$ cat src/rtl/rgcg_pkg.sv
// ----------------------------------------------------------------------------
// rgcg_pkg
// Shared constants and types for the rainbow grid color generator.
// ----------------------------------------------------------------------------
package rgcg_pkg;

    // Grid geometry.
    localparam int GRID_SIZE = 8;
    localparam int COORD_W   = 3;

    // Fixed-point widths: phase Q3.16, hue Q0.16, levels Q1.16.
    localparam int PHASE_W  = 19;
    localparam int HUE_W    = 16;
    localparam int LEVEL_W  = 17;
    localparam int SPEED_W  = 16;
    localparam int BRIGHT_W = 9;
    localparam int DT_W     = 16;
    localparam int DYN_W    = 10;
    localparam int ESPEED_W = 27;
    localparam int CH_W     = 6;

    // Register port.
    localparam int REG_INDEX_W = 1;
    localparam int REG_DATA_W  = 16;
    localparam logic [REG_INDEX_W-1:0] REG_SPEED_GAIN = 1'b0;
    localparam logic [REG_INDEX_W-1:0] REG_BRIGHTNESS = 1'b1;

    // Operation codes.
    localparam logic OP_TICK   = 1'b0;
    localparam logic OP_RENDER = 1'b1;

    // Reset values of the registers.
    localparam logic [SPEED_W-1:0]  SPEED_RESET  = 16'd4096;
    localparam logic [BRIGHT_W-1:0] BRIGHT_RESET = 9'd256;

    // Arithmetic constants.
    localparam logic [PHASE_W-1:0] TWO_PI_Q16   = 19'd411774;
    localparam logic [LEVEL_W-1:0] LEVEL_ONE    = 17'd65536;
    localparam logic [LEVEL_W-1:0] LEVEL_FLOOR  = 17'd13107;
    localparam logic [15:0]        EIGHT_TENTHS = 16'd52429;
    localparam logic [10:0]        SPEED_UNITY  = 11'd256;
    localparam logic [CH_W-1:0]    CH_MAX       = 6'd63;
    localparam int                 DIAG_SHIFT   = 13;

    // Queue between the front and back parts.
    localparam int QUEUE_DEPTH = 2;
    localparam int QPTR_W      = 1;
    localparam int QCNT_W      = 2;

    // Write side of the queue.
    typedef struct packed {
        logic             valid;
        logic [HUE_W-1:0] hue;
    } q_wr_t;

    // Read side of the queue.
    typedef struct packed {
        logic             valid;
        logic [HUE_W-1:0] hue;
    } q_rd_t;

endpackage

$ cat src/rtl/rgcg_front.sv
// ----------------------------------------------------------------------------
// rgcg_front
// Accepts input words, advances the phase on ticks and computes the base
// hue of each render frame in two multiply stages.
// ----------------------------------------------------------------------------
module rgcg_front
(
    input  logic                           clk,
    input  logic                           rst_n,
    input  logic                           in_valid,
    output logic                           in_stall,
    input  logic                           op,
    input  logic [rgcg_pkg::DT_W-1:0]      delta_time,
    input  logic [rgcg_pkg::DYN_W-1:0]     dynamic_factor,
    input  logic [rgcg_pkg::SPEED_W-1:0]   speed_gain,
    input  logic                           q_full,
    output rgcg_pkg::q_wr_t                q_wr,
    output logic [rgcg_pkg::PHASE_W-1:0]   phase
);

    logic [rgcg_pkg::PHASE_W-1:0]  phase_reg;
    logic [rgcg_pkg::PHASE_W-1:0]  phase_next;
    logic                          s1_valid_reg;
    logic                          s1_valid_next;
    logic [rgcg_pkg::ESPEED_W-1:0] s1_espeed_reg;
    logic [rgcg_pkg::PHASE_W-1:0]  s1_phase_reg;
    logic                          s2_valid_reg;
    logic                          s2_valid_next;
    logic [rgcg_pkg::HUE_W-1:0]    s2_hue_reg;
    logic                          adv;
    logic                          accept;
    logic [rgcg_pkg::PHASE_W:0]    phase_sum;
    logic [rgcg_pkg::PHASE_W-1:0]  phase_wrap;
    logic [rgcg_pkg::ESPEED_W-1:0] espeed;
    logic [45:0]                   hue_prod;

    // The pipeline moves unless a finished frame waits on a full queue.
    assign adv      = !s2_valid_reg || !q_full;
    assign in_stall = !adv;
    assign accept   = in_valid && adv;

    // Phase accumulator with a single wrap past two pi.
    always_comb
    begin
        phase_sum  = {1'b0, phase_reg} + (rgcg_pkg::PHASE_W + 1)'(delta_time);
        phase_wrap = phase_sum[rgcg_pkg::PHASE_W-1:0];
        phase_next = phase_reg;
        if (accept && op == rgcg_pkg::OP_TICK)
        begin
            if (phase_wrap > rgcg_pkg::TWO_PI_Q16)
            begin
                phase_next = phase_wrap - rgcg_pkg::TWO_PI_Q16;
            end
            else
            begin
                phase_next = phase_wrap;
            end
        end
    end

    // Effective speed, Q7.20, and the hue fraction from its product with the phase.
    assign espeed   = rgcg_pkg::ESPEED_W'(speed_gain)
                    * rgcg_pkg::ESPEED_W'(rgcg_pkg::SPEED_UNITY + 11'(dynamic_factor));
    assign hue_prod = 46'(s1_phase_reg) * 46'(s1_espeed_reg);

    // Stage valid bits.
    always_comb
    begin
        s1_valid_next = s1_valid_reg;
        s2_valid_next = s2_valid_reg;
        if (adv)
        begin
            s1_valid_next = accept && op == rgcg_pkg::OP_RENDER;
            s2_valid_next = s1_valid_reg;
        end
    end

    // Control state.
    always_ff @(posedge clk or negedge rst_n)
    begin
        if (!rst_n)
        begin
            phase_reg    <= '0;
            s1_valid_reg <= 1'b0;
            s2_valid_reg <= 1'b0;
        end
        else
        begin
            phase_reg    <= phase_next;
            s1_valid_reg <= s1_valid_next;
            s2_valid_reg <= s2_valid_next;
        end
    end

    // Stage payloads.
    always_ff @(posedge clk)
    begin
        if (adv)
        begin
            s1_espeed_reg <= espeed;
            s1_phase_reg  <= phase_reg;
            s2_hue_reg    <= hue_prod[35:20];
        end
    end

    assign q_wr.valid = s2_valid_reg && !q_full;
    assign q_wr.hue   = s2_hue_reg;
    assign phase      = phase_reg;

endmodule

$ cat src/rtl/rgcg_queue.sv
// ----------------------------------------------------------------------------
// rgcg_queue
// Two-entry queue of frame base hues between the front and back parts.
// ----------------------------------------------------------------------------
module rgcg_queue
(
    input  logic            clk,
    input  logic            rst_n,
    input  rgcg_pkg::q_wr_t q_wr,
    input  logic            pop,
    output rgcg_pkg::q_rd_t q_rd,
    output logic            q_full
);

    logic [rgcg_pkg::HUE_W-1:0]  entry_reg [rgcg_pkg::QUEUE_DEPTH];
    logic [rgcg_pkg::QPTR_W-1:0] wr_ptr_reg;
    logic [rgcg_pkg::QPTR_W-1:0] wr_ptr_next;
    logic [rgcg_pkg::QPTR_W-1:0] rd_ptr_reg;
    logic [rgcg_pkg::QPTR_W-1:0] rd_ptr_next;
    logic [rgcg_pkg::QCNT_W-1:0] count_reg;
    logic [rgcg_pkg::QCNT_W-1:0] count_next;
    logic                        do_pop;

    assign do_pop = pop && count_reg != '0;

    // Pointer and fill count update.
    always_comb
    begin
        wr_ptr_next = wr_ptr_reg;
        rd_ptr_next = rd_ptr_reg;
        count_next  = count_reg;
        if (q_wr.valid)
        begin
            wr_ptr_next = wr_ptr_reg + 1'b1;
        end
        if (do_pop)
        begin
            rd_ptr_next = rd_ptr_reg + 1'b1;
        end
        if (q_wr.valid && !do_pop)
        begin
            count_next = count_reg + 1'b1;
        end
        else if (do_pop && !q_wr.valid)
        begin
            count_next = count_reg - 1'b1;
        end
    end

    always_ff @(posedge clk or negedge rst_n)
    begin
        if (!rst_n)
        begin
            wr_ptr_reg <= '0;
            rd_ptr_reg <= '0;
            count_reg  <= '0;
        end
        else
        begin
            wr_ptr_reg <= wr_ptr_next;
            rd_ptr_reg <= rd_ptr_next;
            count_reg  <= count_next;
        end
    end

    // Entry storage.
    always_ff @(posedge clk)
    begin
        if (q_wr.valid)
        begin
            entry_reg[wr_ptr_reg] <= q_wr.hue;
        end
    end

    assign q_full     = count_reg == rgcg_pkg::QCNT_W'(rgcg_pkg::QUEUE_DEPTH);
    assign q_rd.valid = count_reg != '0;
    assign q_rd.hue   = entry_reg[rd_ptr_reg];

endmodule

$ cat src/rtl/rgcg_back.sv
// ----------------------------------------------------------------------------
// rgcg_back
// Walks the grid for each queued frame and turns every pixel's hue into
// three saturated 6-bit channels through a four-stage pipeline.
// ----------------------------------------------------------------------------
module rgcg_back
(
    input  logic                          clk,
    input  logic                          rst_n,
    input  rgcg_pkg::q_rd_t               q_rd,
    output logic                          pop,
    input  logic [rgcg_pkg::BRIGHT_W-1:0] brightness_level,
    output logic                          out_valid,
    input  logic                          out_stall,
    output logic [rgcg_pkg::COORD_W-1:0]  pixel_x,
    output logic [rgcg_pkg::COORD_W-1:0]  pixel_y,
    output logic [rgcg_pkg::CH_W-1:0]     red,
    output logic [rgcg_pkg::CH_W-1:0]     green,
    output logic [rgcg_pkg::CH_W-1:0]     blue,
    output logic                          frame_last
);

    // Hue sectors.
    localparam logic [2:0] SEC_BLUE_FADE  = 3'd0;
    localparam logic [2:0] SEC_RED_FADE   = 3'd1;
    localparam logic [2:0] SEC_BLUE_RISE  = 3'd2;
    localparam logic [2:0] SEC_RED_DROP   = 3'd3;
    localparam logic [2:0] SEC_GREEN_RISE = 3'd4;

    localparam int PROD_W = rgcg_pkg::BRIGHT_W + rgcg_pkg::LEVEL_W;
    localparam int SCALE_W = 32;

    localparam logic [rgcg_pkg::COORD_W-1:0] COORD_MAX =
        rgcg_pkg::COORD_W'(rgcg_pkg::GRID_SIZE - 1);

    // Pixel sequencer.
    logic                         busy_reg;
    logic                         busy_next;
    logic [rgcg_pkg::COORD_W-1:0] x_reg;
    logic [rgcg_pkg::COORD_W-1:0] x_next;
    logic [rgcg_pkg::COORD_W-1:0] y_reg;
    logic [rgcg_pkg::COORD_W-1:0] y_next;
    logic [rgcg_pkg::HUE_W-1:0]   base_reg;
    logic                         adv;
    logic                         issue;
    logic                         last_pix;
    logic [rgcg_pkg::COORD_W:0]   diag;
    logic [rgcg_pkg::HUE_W-1:0]   hue_gen;

    // Stage A: pixel hue.
    logic                         a_valid_reg;
    logic [rgcg_pkg::COORD_W-1:0] a_x_reg;
    logic [rgcg_pkg::COORD_W-1:0] a_y_reg;
    logic                         a_last_reg;
    logic [rgcg_pkg::HUE_W-1:0]   a_hue_reg;

    // Stage B: sector, fraction and fade product.
    logic                         b_valid_reg;
    logic [rgcg_pkg::COORD_W-1:0] b_x_reg;
    logic [rgcg_pkg::COORD_W-1:0] b_y_reg;
    logic                         b_last_reg;
    logic [2:0]                   b_sector_reg;
    logic [rgcg_pkg::HUE_W-1:0]   b_frac_reg;
    logic [rgcg_pkg::LEVEL_W-1:0] b_fprod_reg;
    logic [rgcg_pkg::HUE_W+2:0]   h6;
    logic [2:0]                   sector;
    logic [rgcg_pkg::HUE_W-1:0]   frac;
    logic [rgcg_pkg::LEVEL_W-1:0] fade_arg;
    logic [32:0]                  fade_prod;

    // Stage C: brightness products.
    logic                         c_valid_reg;
    logic [rgcg_pkg::COORD_W-1:0] c_x_reg;
    logic [rgcg_pkg::COORD_W-1:0] c_y_reg;
    logic                         c_last_reg;
    logic [PROD_W-1:0]            c_r_reg;
    logic [PROD_W-1:0]            c_g_reg;
    logic [PROD_W-1:0]            c_b_reg;
    logic [rgcg_pkg::LEVEL_W-1:0] fade_lvl;
    logic [rgcg_pkg::LEVEL_W-1:0] frac_lvl;
    logic [rgcg_pkg::LEVEL_W-1:0] lvl_r;
    logic [rgcg_pkg::LEVEL_W-1:0] lvl_g;
    logic [rgcg_pkg::LEVEL_W-1:0] lvl_b;

    // Output register.
    logic                         out_valid_reg;
    logic [rgcg_pkg::COORD_W-1:0] out_x_reg;
    logic [rgcg_pkg::COORD_W-1:0] out_y_reg;
    logic                         out_last_reg;
    logic [rgcg_pkg::CH_W-1:0]    out_r_reg;
    logic [rgcg_pkg::CH_W-1:0]    out_g_reg;
    logic [rgcg_pkg::CH_W-1:0]    out_b_reg;
    logic [rgcg_pkg::CH_W-1:0]    ch_r;
    logic [rgcg_pkg::CH_W-1:0]    ch_g;
    logic [rgcg_pkg::CH_W-1:0]    ch_b;

    // Scale a brightness product by 63 / 2^24 and saturate.
    function automatic logic [rgcg_pkg::CH_W-1:0] scale_channel(input logic [PROD_W-1:0] p);
        logic [SCALE_W-1:0] v;
        logic [7:0]         top;
        v   = (SCALE_W'(p) << 6) - SCALE_W'(p);
        top = v[SCALE_W-1:24];
        if (top > 8'(rgcg_pkg::CH_MAX))
        begin
            return rgcg_pkg::CH_MAX;
        end
        return top[rgcg_pkg::CH_W-1:0];
    endfunction

    // The whole pipeline moves when the output register is free or being taken.
    assign adv      = !out_valid_reg || !out_stall;
    assign pop      = !busy_reg && q_rd.valid;
    assign issue    = busy_reg && adv;
    assign last_pix = x_reg == COORD_MAX && y_reg == COORD_MAX;

    // Raster scan, row by row.
    always_comb
    begin
        busy_next = busy_reg;
        x_next    = x_reg;
        y_next    = y_reg;
        if (pop)
        begin
            busy_next = 1'b1;
            x_next    = '0;
            y_next    = '0;
        end
        else if (issue)
        begin
            if (last_pix)
            begin
                busy_next = 1'b0;
            end
            if (x_reg == COORD_MAX)
            begin
                x_next = '0;
                y_next = y_reg + 1'b1;
            end
            else
            begin
                x_next = x_reg + 1'b1;
            end
        end
    end

    // Diagonal offset of one eighth per step of x plus y.
    assign diag    = (rgcg_pkg::COORD_W + 1)'(x_reg) + (rgcg_pkg::COORD_W + 1)'(y_reg);
    assign hue_gen = base_reg + rgcg_pkg::HUE_W'(32'(diag) << rgcg_pkg::DIAG_SHIFT);

    // Sector split and the 0.8 fade multiply.
    always_comb
    begin
        h6     = (rgcg_pkg::HUE_W + 3)'(a_hue_reg) * (rgcg_pkg::HUE_W + 3)'(6);
        sector = h6[rgcg_pkg::HUE_W+2:rgcg_pkg::HUE_W];
        frac   = h6[rgcg_pkg::HUE_W-1:0];
        if (sector == SEC_RED_FADE)
        begin
            fade_arg = rgcg_pkg::LEVEL_ONE - rgcg_pkg::LEVEL_W'(frac);
        end
        else
        begin
            fade_arg = rgcg_pkg::LEVEL_W'(frac);
        end
        fade_prod = 33'(rgcg_pkg::EIGHT_TENTHS) * 33'(fade_arg);
    end

    // Channel levels per sector.
    always_comb
    begin
        fade_lvl = rgcg_pkg::LEVEL_ONE - b_fprod_reg;
        frac_lvl = rgcg_pkg::LEVEL_W'(b_frac_reg);
        case (b_sector_reg)
            SEC_BLUE_FADE:
            begin
                lvl_r = rgcg_pkg::LEVEL_ONE;
                lvl_g = rgcg_pkg::LEVEL_FLOOR;
                lvl_b = fade_lvl;
            end
            SEC_RED_FADE:
            begin
                lvl_r = fade_lvl;
                lvl_g = rgcg_pkg::LEVEL_ONE;
                lvl_b = rgcg_pkg::LEVEL_FLOOR;
            end
            SEC_BLUE_RISE:
            begin
                lvl_r = rgcg_pkg::LEVEL_FLOOR;
                lvl_g = rgcg_pkg::LEVEL_ONE;
                lvl_b = frac_lvl;
            end
            SEC_RED_DROP:
            begin
                lvl_r = fade_lvl;
                lvl_g = rgcg_pkg::LEVEL_ONE;
                lvl_b = rgcg_pkg::LEVEL_FLOOR;
            end
            SEC_GREEN_RISE:
            begin
                lvl_r = rgcg_pkg::LEVEL_FLOOR;
                lvl_g = frac_lvl;
                lvl_b = rgcg_pkg::LEVEL_ONE;
            end
            default:
            begin
                lvl_r = rgcg_pkg::LEVEL_ONE;
                lvl_g = rgcg_pkg::LEVEL_FLOOR;
                lvl_b = rgcg_pkg::LEVEL_ONE;
            end
        endcase
    end

    // Final scaling.
    assign ch_r = scale_channel(c_r_reg);
    assign ch_g = scale_channel(c_g_reg);
    assign ch_b = scale_channel(c_b_reg);

    // Control state.
    always_ff @(posedge clk or negedge rst_n)
    begin
        if (!rst_n)
        begin
            busy_reg      <= 1'b0;
            x_reg         <= '0;
            y_reg         <= '0;
            a_valid_reg   <= 1'b0;
            b_valid_reg   <= 1'b0;
            c_valid_reg   <= 1'b0;
            out_valid_reg <= 1'b0;
        end
        else
        begin
            busy_reg <= busy_next;
            x_reg    <= x_next;
            y_reg    <= y_next;
            if (adv)
            begin
                a_valid_reg   <= issue;
                b_valid_reg   <= a_valid_reg;
                c_valid_reg   <= b_valid_reg;
                out_valid_reg <= c_valid_reg;
            end
        end
    end

    // Frame base hue.
    always_ff @(posedge clk)
    begin
        if (pop)
        begin
            base_reg <= q_rd.hue;
        end
    end

    // Pipeline payloads.
    always_ff @(posedge clk)
    begin
        if (adv)
        begin
            a_x_reg      <= x_reg;
            a_y_reg      <= y_reg;
            a_last_reg   <= last_pix;
            a_hue_reg    <= hue_gen;
            b_x_reg      <= a_x_reg;
            b_y_reg      <= a_y_reg;
            b_last_reg   <= a_last_reg;
            b_sector_reg <= sector;
            b_frac_reg   <= frac;
            b_fprod_reg  <= fade_prod[32:16];
            c_x_reg      <= b_x_reg;
            c_y_reg      <= b_y_reg;
            c_last_reg   <= b_last_reg;
            c_r_reg      <= PROD_W'(brightness_level) * PROD_W'(lvl_r);
            c_g_reg      <= PROD_W'(brightness_level) * PROD_W'(lvl_g);
            c_b_reg      <= PROD_W'(brightness_level) * PROD_W'(lvl_b);
            out_x_reg    <= c_x_reg;
            out_y_reg    <= c_y_reg;
            out_last_reg <= c_last_reg;
            out_r_reg    <= ch_r;
            out_g_reg    <= ch_g;
            out_b_reg    <= ch_b;
        end
    end

    assign out_valid  = out_valid_reg;
    assign pixel_x    = out_x_reg;
    assign pixel_y    = out_y_reg;
    assign red        = out_r_reg;
    assign green      = out_g_reg;
    assign blue       = out_b_reg;
    assign frame_last = out_last_reg;

endmodule

$ cat src/rtl/rainbow_grid_color_generator_top.sv
// Tick words produce nothing. A render word passes the front stages and the
// queue to the color pipeline, then emits 64 pixels at one per cycle while
// out_stall is low. A frame occupies the pixel sequencer from its pop until its
// last pixel issues; a two-entry queue lets the front accept further words
// meanwhile. Reset clears the phase and all valid state and loads speed_gain
// with 1.0 and brightness_level with full brightness.
// ----------------------------------------------------------------------------
// rainbow_grid_color_generator_top
// Animated rainbow pattern for an 8x8 LED grid: phase ticks, frame renders.
// ----------------------------------------------------------------------------
module rainbow_grid_color_generator_top
(
    input  logic                             clk,
    input  logic                             rst_n,
    input  logic                             wr_en,
    input  logic [rgcg_pkg::REG_INDEX_W-1:0] wr_index,
    input  logic [rgcg_pkg::REG_DATA_W-1:0]  wr_data,
    input  logic                             in_valid,
    output logic                             in_stall,
    input  logic                             op,
    input  logic [rgcg_pkg::DT_W-1:0]        delta_time,
    input  logic [rgcg_pkg::DYN_W-1:0]       dynamic_factor,
    output logic                             out_valid,
    input  logic                             out_stall,
    output logic [rgcg_pkg::COORD_W-1:0]     pixel_x,
    output logic [rgcg_pkg::COORD_W-1:0]     pixel_y,
    output logic [rgcg_pkg::CH_W-1:0]        red,
    output logic [rgcg_pkg::CH_W-1:0]        green,
    output logic [rgcg_pkg::CH_W-1:0]        blue,
    output logic                             frame_last
);

    logic [rgcg_pkg::SPEED_W-1:0]  speed_gain_reg;
    logic [rgcg_pkg::BRIGHT_W-1:0] brightness_reg;
    logic [rgcg_pkg::PHASE_W-1:0]  phase;
    rgcg_pkg::q_wr_t               q_wr;
    rgcg_pkg::q_rd_t               q_rd;
    logic                          q_full;
    logic                          pop;

    // Configuration registers.
    always_ff @(posedge clk or negedge rst_n)
    begin
        if (!rst_n)
        begin
            speed_gain_reg <= rgcg_pkg::SPEED_RESET;
            brightness_reg <= rgcg_pkg::BRIGHT_RESET;
        end
        else if (wr_en)
        begin
            case (wr_index)
                rgcg_pkg::REG_SPEED_GAIN: speed_gain_reg <= wr_data;
                rgcg_pkg::REG_BRIGHTNESS: brightness_reg <= wr_data[rgcg_pkg::BRIGHT_W-1:0];
                default:                  speed_gain_reg <= speed_gain_reg;
            endcase
        end
    end

    // Front: phase accumulator and per-frame base hue.
    rgcg_front u_front
    (
        .clk            (clk),
        .rst_n          (rst_n),
        .in_valid       (in_valid),
        .in_stall       (in_stall),
        .op             (op),
        .delta_time     (delta_time),
        .dynamic_factor (dynamic_factor),
        .speed_gain     (speed_gain_reg),
        .q_full         (q_full),
        .q_wr           (q_wr),
        .phase          (phase)
    );

    // Frame queue.
    rgcg_queue u_queue
    (
        .clk    (clk),
        .rst_n  (rst_n),
        .q_wr   (q_wr),
        .pop    (pop),
        .q_rd   (q_rd),
        .q_full (q_full)
    );

    // Back: pixel sequencer and color pipeline.
    rgcg_back u_back
    (
        .clk              (clk),
        .rst_n            (rst_n),
        .q_rd             (q_rd),
        .pop              (pop),
        .brightness_level (brightness_reg),
        .out_valid        (out_valid),
        .out_stall        (out_stall),
        .pixel_x          (pixel_x),
        .pixel_y          (pixel_y),
        .red              (red),
        .green            (green),
        .blue             (blue),
        .frame_last       (frame_last)
    );

    // The last pixel of a frame is always the bottom-right corner.
    a_last_corner: assert property (@(posedge clk) disable iff (!rst_n)
        out_valid && frame_last |->
            pixel_x == rgcg_pkg::COORD_W'(rgcg_pkg::GRID_SIZE - 1) &&
            pixel_y == rgcg_pkg::COORD_W'(rgcg_pkg::GRID_SIZE - 1))
        else $error("frame_last away from the grid corner");

    // After a tick the phase stays within one turn.
    a_phase_range: assert property (@(posedge clk) disable iff (!rst_n)
        in_valid && !in_stall && op == rgcg_pkg::OP_TICK |=> phase <= rgcg_pkg::TWO_PI_Q16)
        else $error("phase accumulator beyond two pi");

    // A queue pop only happens when an entry is present.
    a_pop_nonempty: assert property (@(posedge clk) disable iff (!rst_n)
        pop |-> q_rd.valid && !(q_full && q_wr.valid))
        else $error("frame queue misuse");

endmodule

$ cat config.mk
export PLATFORM = sky130hd
export DESIGN_NAME = rainbow_grid_color_generator_top
export DESIGN_NICKNAME = d
export VERILOG_FILES = /design/src/rtl/rgcg_pkg.sv /design/src/rtl/rgcg_front.sv /design/src/rtl/rgcg_queue.sv /design/src/rtl/rgcg_back.sv /design/src/rtl/rainbow_grid_color_generator_top.sv
export SDC_FILE = /design/constraint.sdc
export NUM_CORES = 2
export LEC_CHECK = 0
export BUFFER_PORTS_ARGS = -buffer_cell sky130_fd_sc_hd__buf_2
export CORE_UTILIZATION = 67
export DETAILED_ROUTE_END_ITERATION = 10
export GPL_TIMING_DRIVEN = 0
export PLACE_DENSITY = 0.89
export SYNTH_ARGS = -nofsm -noshare
export SYNTH_HDL_FRONTEND = slang
export SYNTH_HIERARCHICAL = 1
export SYNTH_SLANG_ARGS = --single-unit
$ cat constraint.sdc
create_clock -name clk -period 9.86 [get_ports clk]
set_input_delay 2.465 -clock clk [delete_from_list [all_inputs] [get_ports clk]]
set_output_delay 2.465 -clock clk [all_outputs]
set_load 0.005 [all_outputs]
==> impl_metrics.py <==
metrics = {
    "outcome": {
        "status": "complete, no violations",
    },
    "timing": {
        "final-setup-viol-count": 0,
        "max_freq_mhz": 104,
        "drv_slew": 0,
        "fin_skew_ps": 14.3,
        "min_period_over_period": 0.976,
        "tightestPinTransition_ps": 1240,
        "period_needed_ps": 9620,
        "finalHoldViolCount": 0,
        "slew_headroom": 0.171,
    },
    "clocking": {
        "clk_latency_ps": 600,
        "cts_tree": "yes",
        "cts_root_buf": "clkbuf_16",
        "clock_sinks": 346,
        "cts_setup_buffers": 0,
        "cts_buffers": 41,
        "cts-htree-levels": 2,
        "clk_pin_slew_worst_paths_ps": 60,
        "clockBufferDepth": 3,
    },
    "critical_path": {
        "arrival_ps": 9950,
        "critPathKind": "flip-flop to flip-flop",
        "required_ps": 10190,
        "crit_path_end_kind": "flip-flop",
        "r2r_start": "u_back/a_hue_reg[0]",
        "slowest_delay_ps": 640,
        "worstSetupStartpoint": "u_back/a_hue_reg[0]",
        "crit_family": "adder cells",
        "startpoint_type": "flip-flop",
        "crit_buf_inv": 4,
        "critPathMaxFanout": 10,
        "slowest_stage": "edfxtp_1",
        "path_common_cell": "fa_1",
    },
    "cells_and_area": {
        "syn2layout_area_growth_pct": 5.97,
        "mostFrequentLayoutCells": "inv_1 (1,176), fa_1 (908), nand2_1 (731), ha_1 (524), and2_1 (469)",
        "num-nets-final": 7223,
        "largest_reg_flops": 32,
        "final_common_cell": "inv_1",
        "fin_util": 0.716,
        "n_fill_cell": 5492,
        "drive_gt1_frac": 0.0459,
    },
    "synthesis": {
        "synth_area_per_cell_sq_um": 9.66,
        "syn-num-nets": 7101,
        "synth_area_leader_cell": "fa_1",
        "synth_area_leaders": "fa_1 (33%), edfxtp_1 (16%), ha_1 (12%)",
        "yosysWarnings": 6,
        "async_flop_share": 0.176,
        "synth_edf_count": 285,
        "synth_seq_cells": 346,
        "seq_area_frac_synth": 0.186,
        "ys.flop_type": "edfxtp_1",
        "synth_cells": 5620,
        "ys_types": 98,
        "syn-cell-area_sq_mm": 0.0543,
        "synth_top_area_frac": 0.335,
    },
    "routing": {
        "wire_per_inst_um": 20.1,
        "vias": 40500,
        "drc_errors": 0,
        "vias_per_cell": 5.92,
        "routed_wl_um": 138000,
        "drtAntennaViolNets": 0,
        "drt_iter0_drc": 3030,
        "drtPass1Iterations": 6,
    },
    "floorplanning": {
        "fp-row-count": 104,
        "die_area_sq_mm": 0.0822,
        "die_w_um": 287,
        "io_pins": 76,
        "die_h_um": 287,
        "coreArea_sq_mm": 0.0804,
        "start_util": 0.675,
    },
    "place": {
        "placement.io_buffers": 75,
        "routabilityCongestion": 1.03,
        "hpwl_um": 110000,
    },
    "grt": {
        "grt_max_degree": 67,
        "grt_pass1_vias": 43500,
        "grt_pass1_wl_um": 222000,
        "grt_use_total": 0.347,
        "overflow": 0,
        "grt_antenna_before_repair": 8,
    },
    "worst_hold_path": {
        "min_from": "u_back/b_y_reg[2]",
        "hold_path.class": "flip-flop to flip-flop",
    },
    "run": {
        "drv_cap": 0,
    },
}
## per-stage QoR
| step | cells | setup TNS (ps) | worst slack (ps) | instance area [sq um] | hold slack (ps) |
|---|---|---|---|---|---|
| 2_1_floorplan | 5620 | 0 | 1520 | 54300 | 400 |
| 3_3_place_gp | 6755 | -617 | -208 | 56000 | 402 |
| 3_5_place_dp | 6759 | 0 | 245 | 56100 | 405 |
| 4_1_cts | 6835 | 0 | 160 | 57500 | 403 |
| 5_1_grt | 6837 | -64.3 | -37.6 | 57500 | 410 |
| 6_report | 6839 | 0 | 237 | 57600 | 403 |
## final cells by class
type / instances / area, sq um / area share
clock inverters: 24 / 224 / 0.00389
clock buffers: 52 / 1130 / 0.0196
inverters: 1176 / 4410 / 0.0767
diodes: 4 / 10.0 / 0.000174
repair buffers: 79 / 468 / 0.00813
multi-input cells: 3903 / 39100 / 0.679
well taps: 1060 / 1330 / 0.0230
plain buffers: 195 / 815 / 0.0142
flip-flops and latches: 346 / 10100 / 0.175
## synthesized netlist by cell type (5+ instances only)
| cell type | instances |
|---|---|
| fa_1 | 908 |
| nor2b_1 | 37 |
| buf_6 | 5 |
| a22oi_1 | 5 |
| o21bai_1 | 19 |
| clkbuf_1 | 178 |
| o21ai_0 | 72 |
| xnor2_1 | 139 |
| nand2_1 | 733 |
| o31ai_1 | 8 |
| o21ai_1 | 14 |
| nor4_1 | 18 |
| nor3_1 | 56 |
| a21o_1 | 68 |
| o2111ai_1 | 5 |
| nor2_1 | 162 |
| a211oi_1 | 29 |
| ha_1 | 524 |
| nand3_1 | 54 |
| nand4_1 | 15 |
| dfrtp_1 | 59 |
| nor3b_1 | 9 |
| or2_2 | 8 |
| mux2_2 | 29 |
| and2_1 | 469 |
| and3_1 | 34 |
| buf_1 | 6 |
| a21oi_1 | 148 |
| a31oi_1 | 18 |
| inv_1 | 1176 |
| mux2_4 | 20 |
| mux2i_1 | 9 |
| nand2b_1 | 34 |
| or4_1 | 6 |
| edfxtp_1 | 285 |
| a211o_1 | 8 |
| a31o_2 | 6 |
| a41o_1 | 9 |
| xor2_1 | 62 |
| a21boi_0 | 11 |
| o21a_1 | 29 |
| o211ai_1 | 27 |
| or3_1 | 14 |
## final timing paths
kind                            cells after the start                     end  slack (ps)
worst max-delay path                               30  u_back/b_fprod_reg[16]         240
worst min-delay path                                0       u_back/c_y_reg[2]         400
worst max register to register                     30  u_back/b_fprod_reg[16]         240
worst min register to register                      0       u_back/c_y_reg[2]         400
max in group asynchronous                           2      u_back/a_valid_reg        7480
min in group asynchronous                           1      speed_gain_reg[14]        1790
## what timing repair did
action	CTS	global route
endpoints found under the hold margin	0	0
setup endpoints to repair	0	11
gates resized for setup	0	9
hold buffers	0	0
## routing by layer
layer  GRT usage  part of all wire  vias to the layer above
li1            -                 -                    17800
met1       0.408              0.36                    20000
met2       0.584              0.49                     2085
met3      0.0718             0.087                      645
met4       0.214             0.070                        8
met5           0           0.00033                        -
## worst reg2reg max path, delay by kind of cell (launching register included)
| kind | cells | cell delay [ps] |
|---|---|---|
| buffers and inverters | 4 | 570 |
| adders and majority gates | 8 | 3840 |
| and+or+nand+nor | 2 | 170 |
| AOI/OAI and AO/OA | 13 | 3200 |
| xor gates and xnor gates | 3 | 960 |
| DFF | 1 | 640 |
## cells by family (layout without fill, tap and decap cells)
kind of cell / Yosys count / count (layout) / synth area share
simple gates: 1677 / 1677 / 0.151
fa+ha+maj: 1432 / 1432 / 0.455
buf+inv: 1371 / 1526 / 0.0963
compound gates: 535 / 535 / 0.0661
flops: 346 / 346 / 0.186
xor+xnor: 201 / 201 / 0.0324
mux: 58 / 58 / 0.0132
other cells: 0 / 4 / 0
Power is not shown: default switching activity piles up to over one toggle a cycle in this logic, so the estimate is an artifact.
